<file path="config.mk">
export PLATFORM = sky130hd
export DESIGN_NAME = kci_div
export DESIGN_NICKNAME = d
export VERILOG_FILES = /design/src/hdl/kci_pkg.sv /design/src/hdl/kci_div.sv
export SDC_FILE = /design/constraint.sdc
export NUM_CORES = 1
export LEC_CHECK = 0
export BUFFER_PORTS_ARGS = -buffer_cell sky130_fd_sc_hd__buf_2
export CORE_ASPECT_RATIO = 1.4
export CORE_MARGIN = 5
export CORE_UTILIZATION = 57
export DETAILED_ROUTE_END_ITERATION = 12
export PLACE_DENSITY = 0.82
export REMOVE_ABC_BUFFERS = 1
export SKIP_CTS_REPAIR_TIMING = 1
export SYNTH_ARGS = -nofsm -noshare
export SYNTH_HDL_FRONTEND = slang
export SYNTH_SLANG_ARGS = --single-unit
</file>
<file path="constraint.sdc">
create_clock -name clk -period 3.26 [get_ports clk]
set_input_delay 0.326 -clock clk [delete_from_list [all_inputs] [get_ports clk]]
set_output_delay 0.326 -clock clk [all_outputs]
set_load 0.01 [all_outputs]
</file>
<file path="src/hdl/kci_pkg.sv">
// ----------------------------------------------------------------------------
// kci_pkg
// Shared sizes, codes and types for the keyframe curve interpolator.
// ----------------------------------------------------------------------------
package kci_pkg;

  localparam int MAX_KEYS  = 64;
  localparam int FRAC_BITS = 16;
  localparam int DATA_W    = 32;
  localparam int IDX_W     = $clog2(MAX_KEYS);
  localparam int CNT_W     = $clog2(MAX_KEYS + 1);
  localparam int QUO_W     = FRAC_BITS + 1;
  localparam int MAG_W     = DATA_W + 1;
  localparam int PROD_W    = QUO_W + MAG_W;

  // request kinds
  localparam logic [1:0] KIND_ADD    = 2'd0;
  localparam logic [1:0] KIND_REMOVE = 2'd1;
  localparam logic [1:0] KIND_SET    = 2'd2;
  localparam logic [1:0] KIND_EVAL   = 2'd3;

  // result status codes
  localparam logic [1:0] ST_OK    = 2'd0;
  localparam logic [1:0] ST_FULL  = 2'd1;
  localparam logic [1:0] ST_RANGE = 2'd2;
  localparam logic [1:0] ST_EMPTY = 2'd3;

  // what every cell of the key chain does this cycle
  typedef enum logic [2:0] {
    CELL_HOLD = 3'd0,
    CELL_ROT  = 3'd1,
    CELL_INS  = 3'd2,
    CELL_DEL  = 3'd3,
    CELL_SET  = 3'd4
  } cell_op_t;

  typedef struct packed {
    logic signed [DATA_W-1:0] t;
    logic signed [DATA_W-1:0] v;
  } key_t;

  typedef struct packed {
    cell_op_t         op;
    logic [IDX_W-1:0] sel;
    key_t             load;
  } cell_cmd_t;

endpackage

</file>
<file path="src/hdl/kci_div.sv">
// ----------------------------------------------------------------------------
// kci_div
// Restoring divider for the segment fraction floor((dt << FRAC_BITS) / span),
// one quotient bit per cycle. dt <= span, so only the low QUO_W bits can be
// set and the leading steps are skipped by preloading the remainder.
// ----------------------------------------------------------------------------
module kci_div
  import kci_pkg::*;
(
  input  logic              clk,
  input  logic              rst,
  input  logic              start,
  input  logic [DATA_W-1:0] dt,
  input  logic [DATA_W-1:0] span,
  output logic              done,
  output logic [QUO_W-1:0]  quo
);

  localparam int STEP_W = $clog2(QUO_W + 1);

  logic [DATA_W-1:0] rem;
  logic              nbit;
  logic [STEP_W-1:0] steps;
  logic              active;
  logic [DATA_W:0]   trial;
  logic              qbit;

  // trial subtract
  always_comb begin
    trial = {rem, nbit};
    qbit  = (trial >= {1'b0, span});
  end

  // control
  always_ff @(posedge clk) begin
    if (rst) begin
      active <= 1'b0;
      done   <= 1'b0;
      steps  <= '0;
    end else begin
      done <= 1'b0;
      if (start) begin
        active <= 1'b1;
        steps  <= STEP_W'(QUO_W);
      end else if (active) begin
        steps <= steps - 1'b1;
        if (steps == STEP_W'(1)) begin
          active <= 1'b0;
          done   <= 1'b1;
        end
      end
    end
  end

  // datapath
  always_ff @(posedge clk) begin
    if (start) begin
      rem  <= {1'b0, dt[DATA_W-1:1]};
      nbit <= dt[0];
      quo  <= '0;
    end else if (active) begin
      rem  <= qbit ? DATA_W'(trial - {1'b0, span}) : trial[DATA_W-1:0];
      nbit <= 1'b0;
      quo  <= (quo << 1) | QUO_W'(qbit);
    end
  end

endmodule

</file>
==> results.yml <==
timing:
  worst_pin_slew_ns: 0.853
  period_needed_ns: 3.14
  fmax_mhz: 318
  slew_viol_final: 0
  period_share_pct: 96.3
  timing.final.ws_setup_ns: 0.120
  fin_skew_ns: 0.00983
  hold_violations: 0
  holdWs_ns: 0.214
  slew_headroom_pct: 43.1
  grt_setup_unrepaired: "no"
  finalSetupViolations: 0
grt:
  grt_usage_pct: 22.8
  grt_start_max_net_pins: 53
  grt_first_pass_wirelength_mm: 18.2
  grt_pass1_vias: 4053
  antenna_found_initial: 0
  grt_overflow: 0
cells_and_area:
  area_growth_pct: 15.4
  final_util_pct: 67.7
  drive_gt1_share_pct: 22.5
  fill_cells: 671
  nets: 699
  multi_input_area_sq_um: 2820
  num_antenna_cells: 0
  seq_area_sq_um: 1460
synth:
  syn_area_per_cell_sq_um: 8.82
  syn_inst: 518
  synth_area_leaders: "edfxtp_1 (21%), dfxtp_1 (11%), ha_1 (9.3%)"
  synth_flop_cell: "edfxtp_1"
  ys_seq_elements: 57
  yosysMostFrequentCell: "nor2_1"
  ys_types: 66
  synth_area_sq_um: 4570
  yosysTopAreaCellShare_pct: 21.0
  synth_edf_count: 32
  yosysTopAreaCell: "edfxtp_1"
  async_reset_ff_share_pct: 0
  yosys_warnings: 0
  synth-seq-area-share_pct: 32.0
  netlist_top_cells_count: "nor2_1 (45), inv_1 (44), nand2_1 (40)"
floorplan:
  chipWidth_um: 85.7
  start_util_pct: 58.6
  die_area_sq_um: 9930
  coreArea_sq_um: 7800
  die_h_um: 116
  rows: 38
  top_level_ports: 85
worst_setup_path:
  critPathMaxFanout: 5
  crit_path_end_kind: "flip-flop"
  slowest_delay_ns: 0.39
  cp_num_buf_inv: 2
  crit_path_start_kind: "flip-flop"
  cp_common_cell: "inv_1"
  critPathTopFamily: "compound AO/OA/AOI/OAI gates"
  critPathSlowestCell: "fa_1"
  path_cells: "inv_1 -> ha_1 -> inv_1 -> fa_1 -> a21o_1 -> a221oi_4 -> o221ai_4 -> a41o_4 -> o22ai_4 -> o21ai_1 -> xor2_1 -> a221o_1"
  cp.required_ns: 3.36
  arrival_ns: 3.24
  crit_type: "flip-flop to flip-flop"
routing:
  wire_per_inst_um: 16.2
  firstDrtPassIters: 4
  wl_mm: 11.3
  via_per_inst: 5.81
  drtIter0Drc: 190
  vias: 4071
  ant_nets: 0
  remaining_drc_errors: 0
place:
  io_buffers: 84
  dp_hpwl_mm: 8.53
  place_congestion: 0.895
  pre_cts_ws_ns: 0.114
power_and_ir_drop:
  p_comb_share_pct: 50.6
  ir_drop_mv: 0.420
  p_switching_mw: 1.32
  seqPwrFrac_pct: 29.7
  powerDensity_nw_per_um2: 629
  p_sw_share_pct: 39.6
  internal_power_mw: 2.00
  clockPowerShare_pct: 19.7
  total_power_mw: 3.32
  p_leak_nw: 2.40
min_path:
  hp-class: "primary input to flip-flop"
clocking:
  root_buffer: "clkbuf_8"
  clock_latency_ns: 0.35
  clk_pin_slew_ns: 0.07
  htree_levels: 3
  cts_buffer_depth: 2
  cts_num_sinks: 57
  cts_buffers: 9
  cts_tree: "built"
run:
  max_cap_violations: 0
outcome:
  status: "complete, no violations"
==> layer usage <==
metal / global-route usage, % / vias up / share of wire [%]
met4: 9.08 / 0 / 2.2
met3: 6.05 / 25 / 6.7
li1: - / 2041 / -
met5: 0 / - / 0
met2: 40.4 / 130 / 50
met1: 26.1 / 1875 / 41
==> final timing paths <==
path,start,slack [ns],cells past startpoint,endpoint
max,nbit$_SDFFCE_PN0P_,0.12,12,rem[20]$_DFFE_PP_
max reg2reg,nbit$_SDFFCE_PN0P_,0.12,12,rem[20]$_DFFE_PP_
min,rst,0.21,2,steps[4]$_SDFFE_PP0P_
min reg2reg,quo[16]$_SDFFE_PP0P_,0.50,2,quo[16]$_SDFFE_PP0P_
==> cell type report <==
cell class / count / share of cell area (%)
clock buffers: 13 / 3.42
clock inverters: 2 / 0.213
inverters: 44 / 3.13
multi-input cells: 391 / 53.5
flip-flops and latches: 57 / 27.7
well taps: 100 / 2.37
repair buffers: 94 / 9.63
==> sequential cells by signal, summed over array words and instances (netlist names) <==
signal / count
steps: 5
nbit: 1
done: 1
active: 1
quo: 17
rem: 32
==> cells by family after synthesis <==
family	share of synthesized area (%)
flops	32.0
mux	6.16
xor+xnor	5.37
simple gates	16.3
buf+inv	6.41
fa+ha+maj	9.75
compound gates	24.1
==> layout by cell type, fill, tap and decap left out, types with 5 or more instances in the layout <==
cell      instances
xnor2_1          17
nor2_1           45
nor3_1           12
ha_1             34
a21o_1           14
xor2_1           11
o21ai_1           8
mux2i_1          18
a221o_1           8
buf_4             9
nor2b_1           6
mux2_2            9
and3_1           10
o21a_1           12
a211oi_1         10
edfxtp_1         32
inv_1            44
nand4_1           8
o21ai_0          24
clkbuf_8         11
nand2b_1          5
nand2_1          40
buf_2            84
dfxtp_1          25
a21oi_1          34
==> per-stage QoR <==
step / area (sq um) / setup TNS [ns] / cells
6_report: 5280 / 0 / 701
5_1_grt: 5280 / 0 / 701
4_1_cts: 5280 / 0 / 701
3_5_place_dp: 5080 / 0 / 686
3_3_place_gp: 5080 / 0 / 686
2_1_floorplan: 4440 / -9.24 / 492
==> power groups by stage <==
stage               Sequential (mW)  Combinational [mW]  Clock [mW]
floorplan                     0.982                1.25           0
global placement              0.990                1.61           0
detailed placement             1.00                1.65           0
CTS                           0.986                1.67       0.665
global route                  0.999                1.84       0.708
finish                        0.987                1.68       0.654
(Power assumes the default switching activity.)
