[config.mk]
export PLATFORM = sky130hd
export DESIGN_NAME = kci_cell
export DESIGN_NICKNAME = d
export VERILOG_FILES = /design/src/hdl/kci_pkg.sv /design/src/hdl/kci_cell.sv
export SDC_FILE = /design/constraint.sdc
export NUM_CORES = 1
export LEC_CHECK = 0
export BUFFER_PORTS_ARGS = -buffer_cell sky130_fd_sc_hd__buf_2
export CAP_MARGIN = 20
export CORE_MARGIN = 5
export CORE_UTILIZATION = 39
export DETAILED_ROUTE_END_ITERATION = 6
export PLACE_DENSITY = 0.77
export SLEW_MARGIN = 20
export SYNTH_ARGS = -nofsm -noshare
export SYNTH_HDL_FRONTEND = slang
export SYNTH_SLANG_ARGS = --single-unit
[constraint.sdc]
create_clock -name clk -period 4.6 [get_ports clk]
set_input_delay 0.23 -clock clk [delete_from_list [all_inputs] [get_ports clk]]
set_output_delay 0.23 -clock clk [all_outputs]
set_load 0.05 [all_outputs]
[src/hdl/kci_pkg.sv]
// ----------------------------------------------------------------------------
// kci_pkg
// Shared sizes, codes and types for the keyframe curve interpolator.
// ----------------------------------------------------------------------------
package kci_pkg;

  localparam int MAX_KEYS  = 64;
  localparam int FRAC_BITS = 16;
  localparam int DATA_W    = 32;
  localparam int IDX_W     = $clog2(MAX_KEYS);
  localparam int CNT_W     = $clog2(MAX_KEYS + 1);
  localparam int QUO_W     = FRAC_BITS + 1;
  localparam int MAG_W     = DATA_W + 1;
  localparam int PROD_W    = QUO_W + MAG_W;

  // request kinds
  localparam logic [1:0] KIND_ADD    = 2'd0;
  localparam logic [1:0] KIND_REMOVE = 2'd1;
  localparam logic [1:0] KIND_SET    = 2'd2;
  localparam logic [1:0] KIND_EVAL   = 2'd3;

  // result status codes
  localparam logic [1:0] ST_OK    = 2'd0;
  localparam logic [1:0] ST_FULL  = 2'd1;
  localparam logic [1:0] ST_RANGE = 2'd2;
  localparam logic [1:0] ST_EMPTY = 2'd3;

  // what every cell of the key chain does this cycle
  typedef enum logic [2:0] {
    CELL_HOLD = 3'd0,
    CELL_ROT  = 3'd1,
    CELL_INS  = 3'd2,
    CELL_DEL  = 3'd3,
    CELL_SET  = 3'd4
  } cell_op_t;

  typedef struct packed {
    logic signed [DATA_W-1:0] t;
    logic signed [DATA_W-1:0] v;
  } key_t;

  typedef struct packed {
    cell_op_t         op;
    logic [IDX_W-1:0] sel;
    key_t             load;
  } cell_cmd_t;

endpackage

[src/hdl/kci_cell.sv]
// ----------------------------------------------------------------------------
// kci_cell
// One slot of the key chain: holds a (time, value) key and trades it with
// its neighbors to rotate, open a gap for an insert, or close one on removal.
// ----------------------------------------------------------------------------
module kci_cell
  import kci_pkg::*;
(
  input  logic             clk,
  input  cell_cmd_t        cmd,
  input  logic [IDX_W-1:0] slot,
  input  key_t             prev_key,
  input  key_t             next_key,
  output key_t             key
);

  // slot update
  always_ff @(posedge clk) begin
    case (cmd.op)
      CELL_ROT: key <= next_key;
      CELL_INS: begin
        if (slot > cmd.sel) begin
          key <= prev_key;
        end else if (slot == cmd.sel) begin
          key <= cmd.load;
        end
      end
      CELL_DEL: begin
        if (slot >= cmd.sel) begin
          key <= next_key;
        end
      end
      CELL_SET: begin
        if (slot == cmd.sel) begin
          key <= cmd.load;
        end
      end
      default: ;
    endcase
  end

endmodule

==> results_dict.tcl, run 1 <==
set metrics [dict create \
    synth_seq_cells 64 \
    ant_nets 0 \
    synth.top_cells.by_area "edfxtp_1, o221ai_2, mux2i_1" \
    clock.fmax_ghz 0.404 \
    grt.overflow.total 0 \
    insertion_delay_ns 0.32 \
    cp_slowest_cell "nor2_4" \
    grt_max_degree 65 \
    yosysSeqAreaShare_pct 42.4 \
    cts_max_level 3 \
    dr.first_iter.drc_count 168 \
    vdd_ir_drop_max_uv 198 \
    wl_met1_um 4850 \
    final_max_slew_viol_count 0 \
    finalWirelength_um 12600 \
    largest_reg_flops 64 \
    post_cts_buffers 0 \
    diodes 0 \
    cts_sinks 64 \
    setup_slack_ns 2.12 \
    cp_data_arrival_time_ns 2.48 \
    netlist_top_cells_count "inv_1, nand2_1, edfxtp_1, mux2i_1, o221ai_2" \
    gp_congestion 0.802 \
    slowest_delay_ns 0.69 \
    crit_path_end_kind "register" \
    setup_violations 0 \
    clk_pin_slew_ns 0.05 \
    synthCells 381 \
    grt_pass1_wl_um 20300 \
    drc 0 \
    post-route-period-util_pct 53.8 \
    synthFlopType "edfxtp_1" \
    status "finished clean" \
    finalCoreUtilization_pct 53.7 \
    place_ws_ns 1.76 \
    die_w_um 118 \
    p_leak_nw 2.82 \
    fin_crit_ns 2.48 \
    startpoint_type "primary input" \
    post-route-cell-area_mm2 0.00613 \
    areaGrowthSynthToFinish_pct 35.2 \
    core_area_mm2 0.0114 \
    clockBufferDepth 2 \
    maxCapViolations 0 \
    drive_gt1_share_pct 55.3 \
    synth_nets 595 \
    dp_hpwl_um 9710 \
    die-area_mm2 0.0139 \
    ys_types 27 \
    pwr_density_cell_mw_per_mm2 333 \
    cts_root_buffer "clkbuf_16" \
    initial_core_util_pct 39.7 \
    worst_pin_slew_ns 1.10 \
    finalClockSkew_ns 0 \
    syn_area_mm2 0.00454 \
    rsz0062_at_grt "no" \
    fin_nets 853 \
    hold_class "in -> reg" \
    crit_fanout 33 \
    cts_resized 0 \
    vias 3909 \
    rows 39 \
    setup_tns_ns 0 \
    syn_area_per_cell_um2 11.9 \
    top_register "key" \
    wl_met3_um 953 \
    yosysTopAreaCell "edfxtp_1" \
    dpl_cell_area_mm2 0.00582 \
    portBuffers 271 \
    r2r_cells 2 \
    gr-usage-all-layers_pct 17.4 \
    reg_top3 "key x64" \
    ys_async_sr_fraction_pct 0 \
    yosysMostFrequentCell "inv_1" \
    wire_per_inst_um 16.0 \
    viasPerCell 4.97 \
    crit_required_ns 4.61 \
    ioPinCount 272 \
    grt_pass1_vias 4265 \
    worstHoldPathCells 3 \
    cts_tree "built" \
    cp_cell_sequence "buf_2 -> inv_1 -> ha_1 -> nand4_2 -> o211ai_1 -> and4bb_2 -> nor2_4 -> buf_12" \
    antenna_found_initial 0 \
    hold_violations 0 \
    slew_headroom_pct 27.0 \
    cts_buffers 9 \
    worst-setup-path-type "in -> reg" \
    drtPass1Iterations 4 \
    synth_edf_count 64 \
    chipHeight_um 118 \
    synth_top_area_share_pct 42.4 \
    maxUsedRoutingLayer "met4" \
    holdBufCountCts 0 \
    n_fill_cell 1014 \
    yosys_warnings 0 \
    wl_met2_um 6670 \
]
## critical path: cells and delay by family
kind,cells,cell delay (ns)
AOI/OAI and AO/OA,1,0.35
adders and majority gates,1,0.33
and+or+nand+nor,3,1.16
buffers and inverters,3,0.39
## final timing paths
| check | start | to | slack [ns] |
|---|---|---|---|
| min reg2reg | key[37]$_DFFE_PP_ | key[37]$_DFFE_PP_ | 0.67 |
| max | cmd[69] | key[28]$_DFFE_PP_ | 2.12 |
| min | next_key[54] | key[54]$_DFFE_PP_ | 0.19 |
| max reg2reg | key[4]$_DFFE_PP_ | key[4]$_DFFE_PP_ | 3.55 |
## placed cells by master, fill, tap and decap left out, types with 6 or more instances in the layout
cell       netlist  routed
edfxtp_1        64      64
clkbuf_16        0       9
nand2_1         66      66
inv_1           71      71
ha_1             6       6
buf_2            1     271
o221ai_2        61      61
mux2i_1         64      64
## layout make-up
| type | instances | area [um^2] | area share (%) |
|---|---|---|---|
| Clock inverter | 4 | 45.0 | 0.735 |
| Inverter | 71 | 267 | 4.35 |
| Tap cell | 143 | 179 | 2.92 |
| Clock buffer | 12 | 236 | 3.86 |
| Timing Repair Buffer | 274 | 1400 | 22.9 |
| Multi-Input combinational cell | 219 | 2080 | 33.9 |
| Sequential cell | 64 | 1920 | 31.3 |
## kinds of logic after synthesis
family                     count (synthesis)  share of synthesized area, %
DFF                                       64                          42.4
xor gates and xnor gates                   1                         0.193
buffers and inverters                     98                          12.4
adders and majority gates                  6                          1.65
muxes                                     64                          14.1
and+or+nand+nor                           77                          7.36
AOI/OAI and AO/OA                         71                          21.9
## per-layer routing
metal	up-vias	global-route usage [%]
met3	12	4.71
li1	1912	-
met4	0	4.30
met2	173	32.2
met1	1812	19.6
met5	-	0
## through the flow
stage | total power [mW] | std cells | hold WS (ns)
finish | 2.04 | 787 | 0.191
CTS | 2.07 | 786 | 0.183
detailed placement | 1.42 | 770 | 0.516
global placement | 1.40 | 770 | 0.513
floorplan | 1.23 | 381 | 0.424
global route | 2.14 | 787 | 0.185
## power breakdown
part           internal, mW  leakage, nW  switching (mW)
Clock                 0.416        0.140           0.225
Sequential            0.735        0.624          0.0350
Combinational         0.202         2.05           0.429
Total                  1.35         2.82           0.689
(Power assumes the default switching activity.)
==> run 2: changes to the inputs <==
- PLACE_DENSITY: 0.77 -> 0.74
- clock period: 4.6 -> 2.58 ns (I/O delays scaled with it)
==> run 2 against run 1 <==
Compared with the run above: critical path depth stayed put; cell area is 1.3% higher; core utilization rose by 0.70 points; combinational power up 79%; die area stayed put; clock skew unchanged; non-clock buffer count is 5 higher; clock-buffer cell count decreased by 1; final cell count up 0.64%; critical endpoint is now key[21]$_DFFE_PP_; largest cell class unchanged; highest routed layer unchanged.
==> results_dict.tcl, run 2 (synthesized netlist as in run 1, its figures left out) <==
set metrics [dict create \
    status "finished clean" \
    switching_share_pct 33.7 \
    pwr-share-comb_pct 31.0 \
    whs_ns 0.0914 \
    viasPerCell 4.94 \
    initial_core_util_pct 39.7 \
    chipHeight_um 118 \
    grt_max_degree 65 \
    finalWirelength_um 12500 \
    drc 0 \
    clk_pin_slew_ns 0.05 \
    clockBufferDepth 2 \
    cts_sinks 64 \
    crit_fanout 57 \
    hold_violations 0 \
    setup_slack_ns 0.742 \
    rsz0062_at_grt "no" \
    top_register "key" \
    grt_pass1_vias 4308 \
    portBuffers 271 \
    setup_tns_ns 0 \
    holdBufCountCts 0 \
    wire_per_inst_um 15.8 \
    vias 3909 \
    post_cts_buffers 0 \
    drive_gt1_share_pct 55.5 \
    critPathLaunch "cmd[69]" \
    drtPass1Iterations 4 \
    ant_nets 0 \
    core_area_mm2 0.0114 \
    insertion_delay_ns 0.32 \
    vdd_ir_drop_max_uv 306 \
    power_frac_clock_pct 31.3 \
    cts_tree "built" \
    grt_pass1_wl_um 20200 \
    cts_root_buffer "clkbuf_16" \
    maxCapViolations 0 \
    gp_congestion 0.837 \
    min_to "key[52]$_DFFE_PP_" \
    dp_hpwl_um 9890 \
    dr.first_iter.drc_count 117 \
    cts_resized 0 \
    fin_crit_ns 1.84 \
    finalClockSkew_ns 0 \
    hold_start "next_key[52]" \
    die-area_mm2 0.0139 \
    finalCoreUtilization_pct 54.4 \
    hold_class "in -> reg" \
    r2r_slack_ns 1.46 \
    cts_max_level 3 \
    ioPinCount 272 \
    mostFrequentLayoutCells "buf_2, inv_1, nand2_1, mux2i_1, edfxtp_1" \
    fin_nets 858 \
    final_max_slew_viol_count 0 \
    pwr_density_cell_mw_per_mm2 587 \
    clock.fmax_ghz 0.544 \
    worstReg2RegStart "key[38]$_DFFE_PP_" \
    seqPwrFrac_pct 37.7 \
    grt.overflow.total 0 \
    diodes 0 \
    rows 39 \
    r2r_end "key[38]$_DFFE_PP_" \
    reg_top3 "key x64" \
    crit_required_ns 2.56 \
    crit_path_end_kind "register" \
    worstHoldPathCells 3 \
    cp_data_arrival_time_ns 1.82 \
    areaGrowthSynthToFinish_pct 36.9 \
    worst_pin_slew_ns 0.652 \
    p_int_mw 2.42 \
    die_w_um 118 \
    worst-setup-path-type "in -> reg" \
    p_sw_mw 1.23 \
    layout_commonest_cell "buf_2" \
    gr-usage-all-layers_pct 17.4 \
    largest_reg_flops 64 \
    post-route-period-util_pct 71.2 \
    startpoint_type "primary input" \
    antenna_found_initial 0 \
    r2r_cells 2 \
    place_ws_ns 0.420 \
    p_leak_nw 2.86 \
    slew_headroom_pct 56.5 \
    setup_violations 0 \
    cts_buffers 9 \
]
-- run 2: cell count changes in the layout (fill, tap and decap cells not counted), sizes merged --
cell,change
buf,+5
clkbuf,-1
clkinv,+1
-- run 2: per-layer routing --
| layer | global-route usage, % | part of all wire (%) | vias to the layer above |
|---|---|---|---|
| li1 | - | - | 1925 |
| met5 | 0 | 0 | - |
| met1 | 19.0 | 37 | 1811 |
| met2 | 33.1 | 54 | 161 |
| met3 | 4.47 | 7.6 | 12 |
| met4 | 4.66 | 1.4 | 0 |
-- run 2: power groups by stage --
stage | clock [mW] | combinational [mW] | sequential (mW)
after floorplan | 0 | 0.408 | 1.78
after global placement | 0 | 1.13 | 1.39
after detailed placement | 0 | 1.15 | 1.39
after CTS | 1.17 | 1.15 | 1.38
after global routing | 1.22 | 1.22 | 1.39
final | 1.14 | 1.13 | 1.38
-- run 2: layout make-up --
class                      instances  area (um^2)
clock buffer                      11          233
multi-input combinational        219         2070
fill                            1051         5210
inverter                          71          267
timing repair buffer             279         1490
tap                              143          179
clock inverter                     5         47.5
sequential                        64         1920
-- run 2: per-stage QoR --
| step | cells | power (mW) | instance area [um^2] |
|---|---|---|---|
| final | 792 | 3.65 | 6210 |
| after global routing | 792 | 3.83 | 6210 |
| after CTS | 792 | 3.69 | 6210 |
| after detailed placement | 776 | 2.54 | 5930 |
| after global placement | 776 | 2.52 | 5930 |
| after floorplan | 381 | 2.19 | 4540 |
-- run 2: worst max-delay path, stage by stage --
cell	delay (ns)
buf_2	0.07
inv_1	0.03
ha_1	0.32
nand4_2	0.17
o211ai_1	0.34
and4bb_2	0.30
nor2_4	0.12
buf_12	0.26
-- run 2: worst max path at each step --
| stage | endpoint | slack, ns |
|---|---|---|
| 5_1_grt | key[26]$_DFFE_PP_ | 0.68 |
| 3_3_place_gp | key[13]$_DFFE_PP_ | 0.49 |
| 4_1_cts | key[44]$_DFFE_PP_ | 0.75 |
| 6_report | key[21]$_DFFE_PP_ | 0.74 |
| 3_5_place_dp | key[22]$_DFFE_PP_ | 0.42 |
| 2_1_floorplan | key[0]$_DFFE_PP_ | 0.002 |
==> run 3: changes to the inputs <==
- PLACE_DENSITY: 0.74 -> 0.77
- clock period: 2.58 -> 1.55 ns (I/O delays scaled with it)
==> run 3 against run 2 <==
Compared with the run above: the run now ends with negative setup slack left; clock skew stayed put; sequential share of layout area down 1.9 points; non-clock buffer count up 23; core utilization is 3.6 points higher; global-route usage rose by 0.65 points; register-to-register slack got worse by 0.94 ns.
==> results_dict.tcl, run 3 (synthesized netlist as in run 1, its figures left out) <==
set metrics [dict create \
    status "finished, violations left" \
    violations "negative setup slack" \
    insertion_delay_ns 0.31 \
    seqPwrFrac_pct 37.6 \
    worst_pin_slew_ns 0.322 \
    power_mw 6.08 \
    initial_core_util_pct 39.7 \
    power_frac_clock_pct 27.7 \
    p_leak_nw 3.02 \
    worstHoldPathCells 3 \
    worstReg2RegStart "key[39]$_DFFE_PP_" \
    worst-setup-path-type "in -> reg" \
    cts_root_buffer "clkbuf_16" \
    cts_sinks 64 \
    grt.overflow.total 0 \
    pwr-share-comb_pct 34.7 \
    slew_headroom_pct 78.4 \
    top_register "key" \
    clockBufferDepth 2 \
    setup_violations 40 \
    crit_family "simple AND/OR/NAND/NOR gates" \
    fin_nets 881 \
    crit_path_end_kind "register" \
    cp_cell_sequence "buf_2 -> ha_4 -> nand4_4 -> o211ai_1 -> and4bb_2 -> nor2_4 -> buf_12 -> clkbuf_16" \
    setup_slack_ns -0.0341 \
    slowest_delay_ns 0.29 \
    gp_congestion 0.847 \
    largest_reg_flops 64 \
    post-route-cell-area_mm2 0.00663 \
    pwr_density_cell_mw_per_mm2 917 \
    mostFrequentLayoutCells "buf_2, inv_1, nand2_1, mux2i_1, edfxtp_1" \
    startpoint_type "primary input" \
    cp_data_arrival_time_ns 1.61 \
    crit_buf_inv 3 \
    clk_pin_slew_ns 0.05 \
    path_depth 8 \
    rows 39 \
    vdd_ir_drop_max_uv 488 \
    cp-endpoint "key[0]$_DFFE_PP_" \
    finalClockSkew_ns 0 \
    r2r_slack_ns 0.52 \
    portBuffers 271 \
    drive_gt1_share_pct 58.2 \
    die_w_um 118 \
    drtPass1Iterations 6 \
    critPathLaunch "slot[3]" \
    dp_hpwl_um 10600 \
    maxCapViolations 0 \
    finalWirelength_um 13900 \
    ioPinCount 272 \
    antenna_found_initial 2 \
    vias 4095 \
    dpl_cell_area_mm2 0.00614 \
    ant_nets 0 \
    crit_required_ns 1.58 \
    grt_pass1_vias 4403 \
    hold_class "in -> reg" \
    grt_max_degree 65 \
    setup_tns_ns -0.639 \
    reg_top3 "key x64" \
    cts_tree "built" \
    post-route-period-util_pct 102 \
    grt_pass1_wl_um 20800 \
    viasPerCell 5.02 \
    switching_share_pct 34.2 \
    chipHeight_um 118 \
    die-area_mm2 0.0139 \
    crit_fanout 8 \
    layout_commonest_cell "buf_2" \
    gr-usage-all-layers_pct 18.1 \
    cp_slowest_cell "and4bb_2" \
    r2r_cells 2 \
    dr.first_iter.drc_count 135 \
    areaGrowthSynthToFinish_pct 46.1 \
    p_sw_mw 2.08 \
    clock.fmax_ghz 0.631 \
    rsz0062_at_grt "yes" \
    cts_buffers 9 \
    final_max_slew_viol_count 0 \
    wire_per_inst_um 17.0 \
    r2r_end "key[39]$_DFFE_PP_" \
    drc 0 \
    fin_crit_ns 1.58 \
    core_area_mm2 0.0114 \
    cts_max_level 3 \
    p_int_mw 4.00 \
    hold_violations 0 \
]
-- run 3: changes by cell type in the layout (fill, tap and decap cells not counted), sizes merged --
cell,before,now
buf,279,297
bufinv,1,0
clkbuf,11,17
clkinv,4,2
diode,0,2
-- run 3: worst min-delay path by stage --
stage | start | end | slack [ns]
after floorplan | next_key[49] | key[49]$_DFFE_PP_ | 0.27
after global routing | next_key[12] | key[12]$_DFFE_PP_ | 0.04
after global placement | next_key[18] | key[18]$_DFFE_PP_ | 0.36
after detailed placement | next_key[46] | key[46]$_DFFE_PP_ | 0.37
final | next_key[10] | key[10]$_DFFE_PP_ | 0.04
after CTS | next_key[46] | key[46]$_DFFE_PP_ | 0.03
-- run 3: what timing repair did --
action / in CTS / in global routing
buffers inserted: 0 / 2
cloned: 0 / 8
setup endpoints to repair: 31 / 80
hold buffers: 0 / 0
gates resized for setup: 1 / 9
pin swaps: 0 / 9
-- run 3: final cells by class --
cell class                      count  area, um^2
Timing Repair Buffer              302        1850
Antenna cell                        2        5.00
Inverter                           71         279
Clock inverter                      2        8.76
Tap cell                          143         179
Multi-Input combinational cell    219        2140
Sequential cell                    64        1920
Fill cell                         956        4790
Clock buffer                       12         236
-- run 3: power by group through the flow --
stage | combinational, mW | sequential, mW | clock, mW
floorplan | 0.698 | 2.96 | 0
global placement | 1.94 | 2.31 | 0
detailed placement | 1.99 | 2.31 | 0
CTS | 1.99 | 2.29 | 1.73
global route | 2.25 | 2.31 | 1.81
finish | 2.11 | 2.29 | 1.68
-- run 3: stage by stage --
stage | cells | utilization (%) | setup slack, ns | hold slack, ns
floorplan | 381 | - | -0.895 | 0.272
global placement | 789 | 53.7 | -0.283 | 0.360
detailed placement | 789 | 53.7 | -0.349 | 0.365
CTS | 803 | 55.9 | 0.0159 | 0.0294
global route | 815 | 58.1 | -0.0619 | 0.0392
finish | 815 | 58.1 | -0.0341 | 0.0439
-- run 3: tightest hold or removal path: cells and delay by family --
family | cells | cell delay [ns]
buffers and inverters | 1 | 0.07
AOI/OAI and AO/OA | 1 | 0.05
and+or+nand+nor | 1 | 0.05
-- run 3: layer usage --
layer / up-vias / part of all wire, % / GRT usage (%)
met5: - / 0 / 0
met4: 0 / 2.0 / 5.38
met3: 23 / 8.2 / 5.62
met2: 196 / 51 / 32.5
met1: 1901 / 38 / 20.3
li1: 1975 / - / -
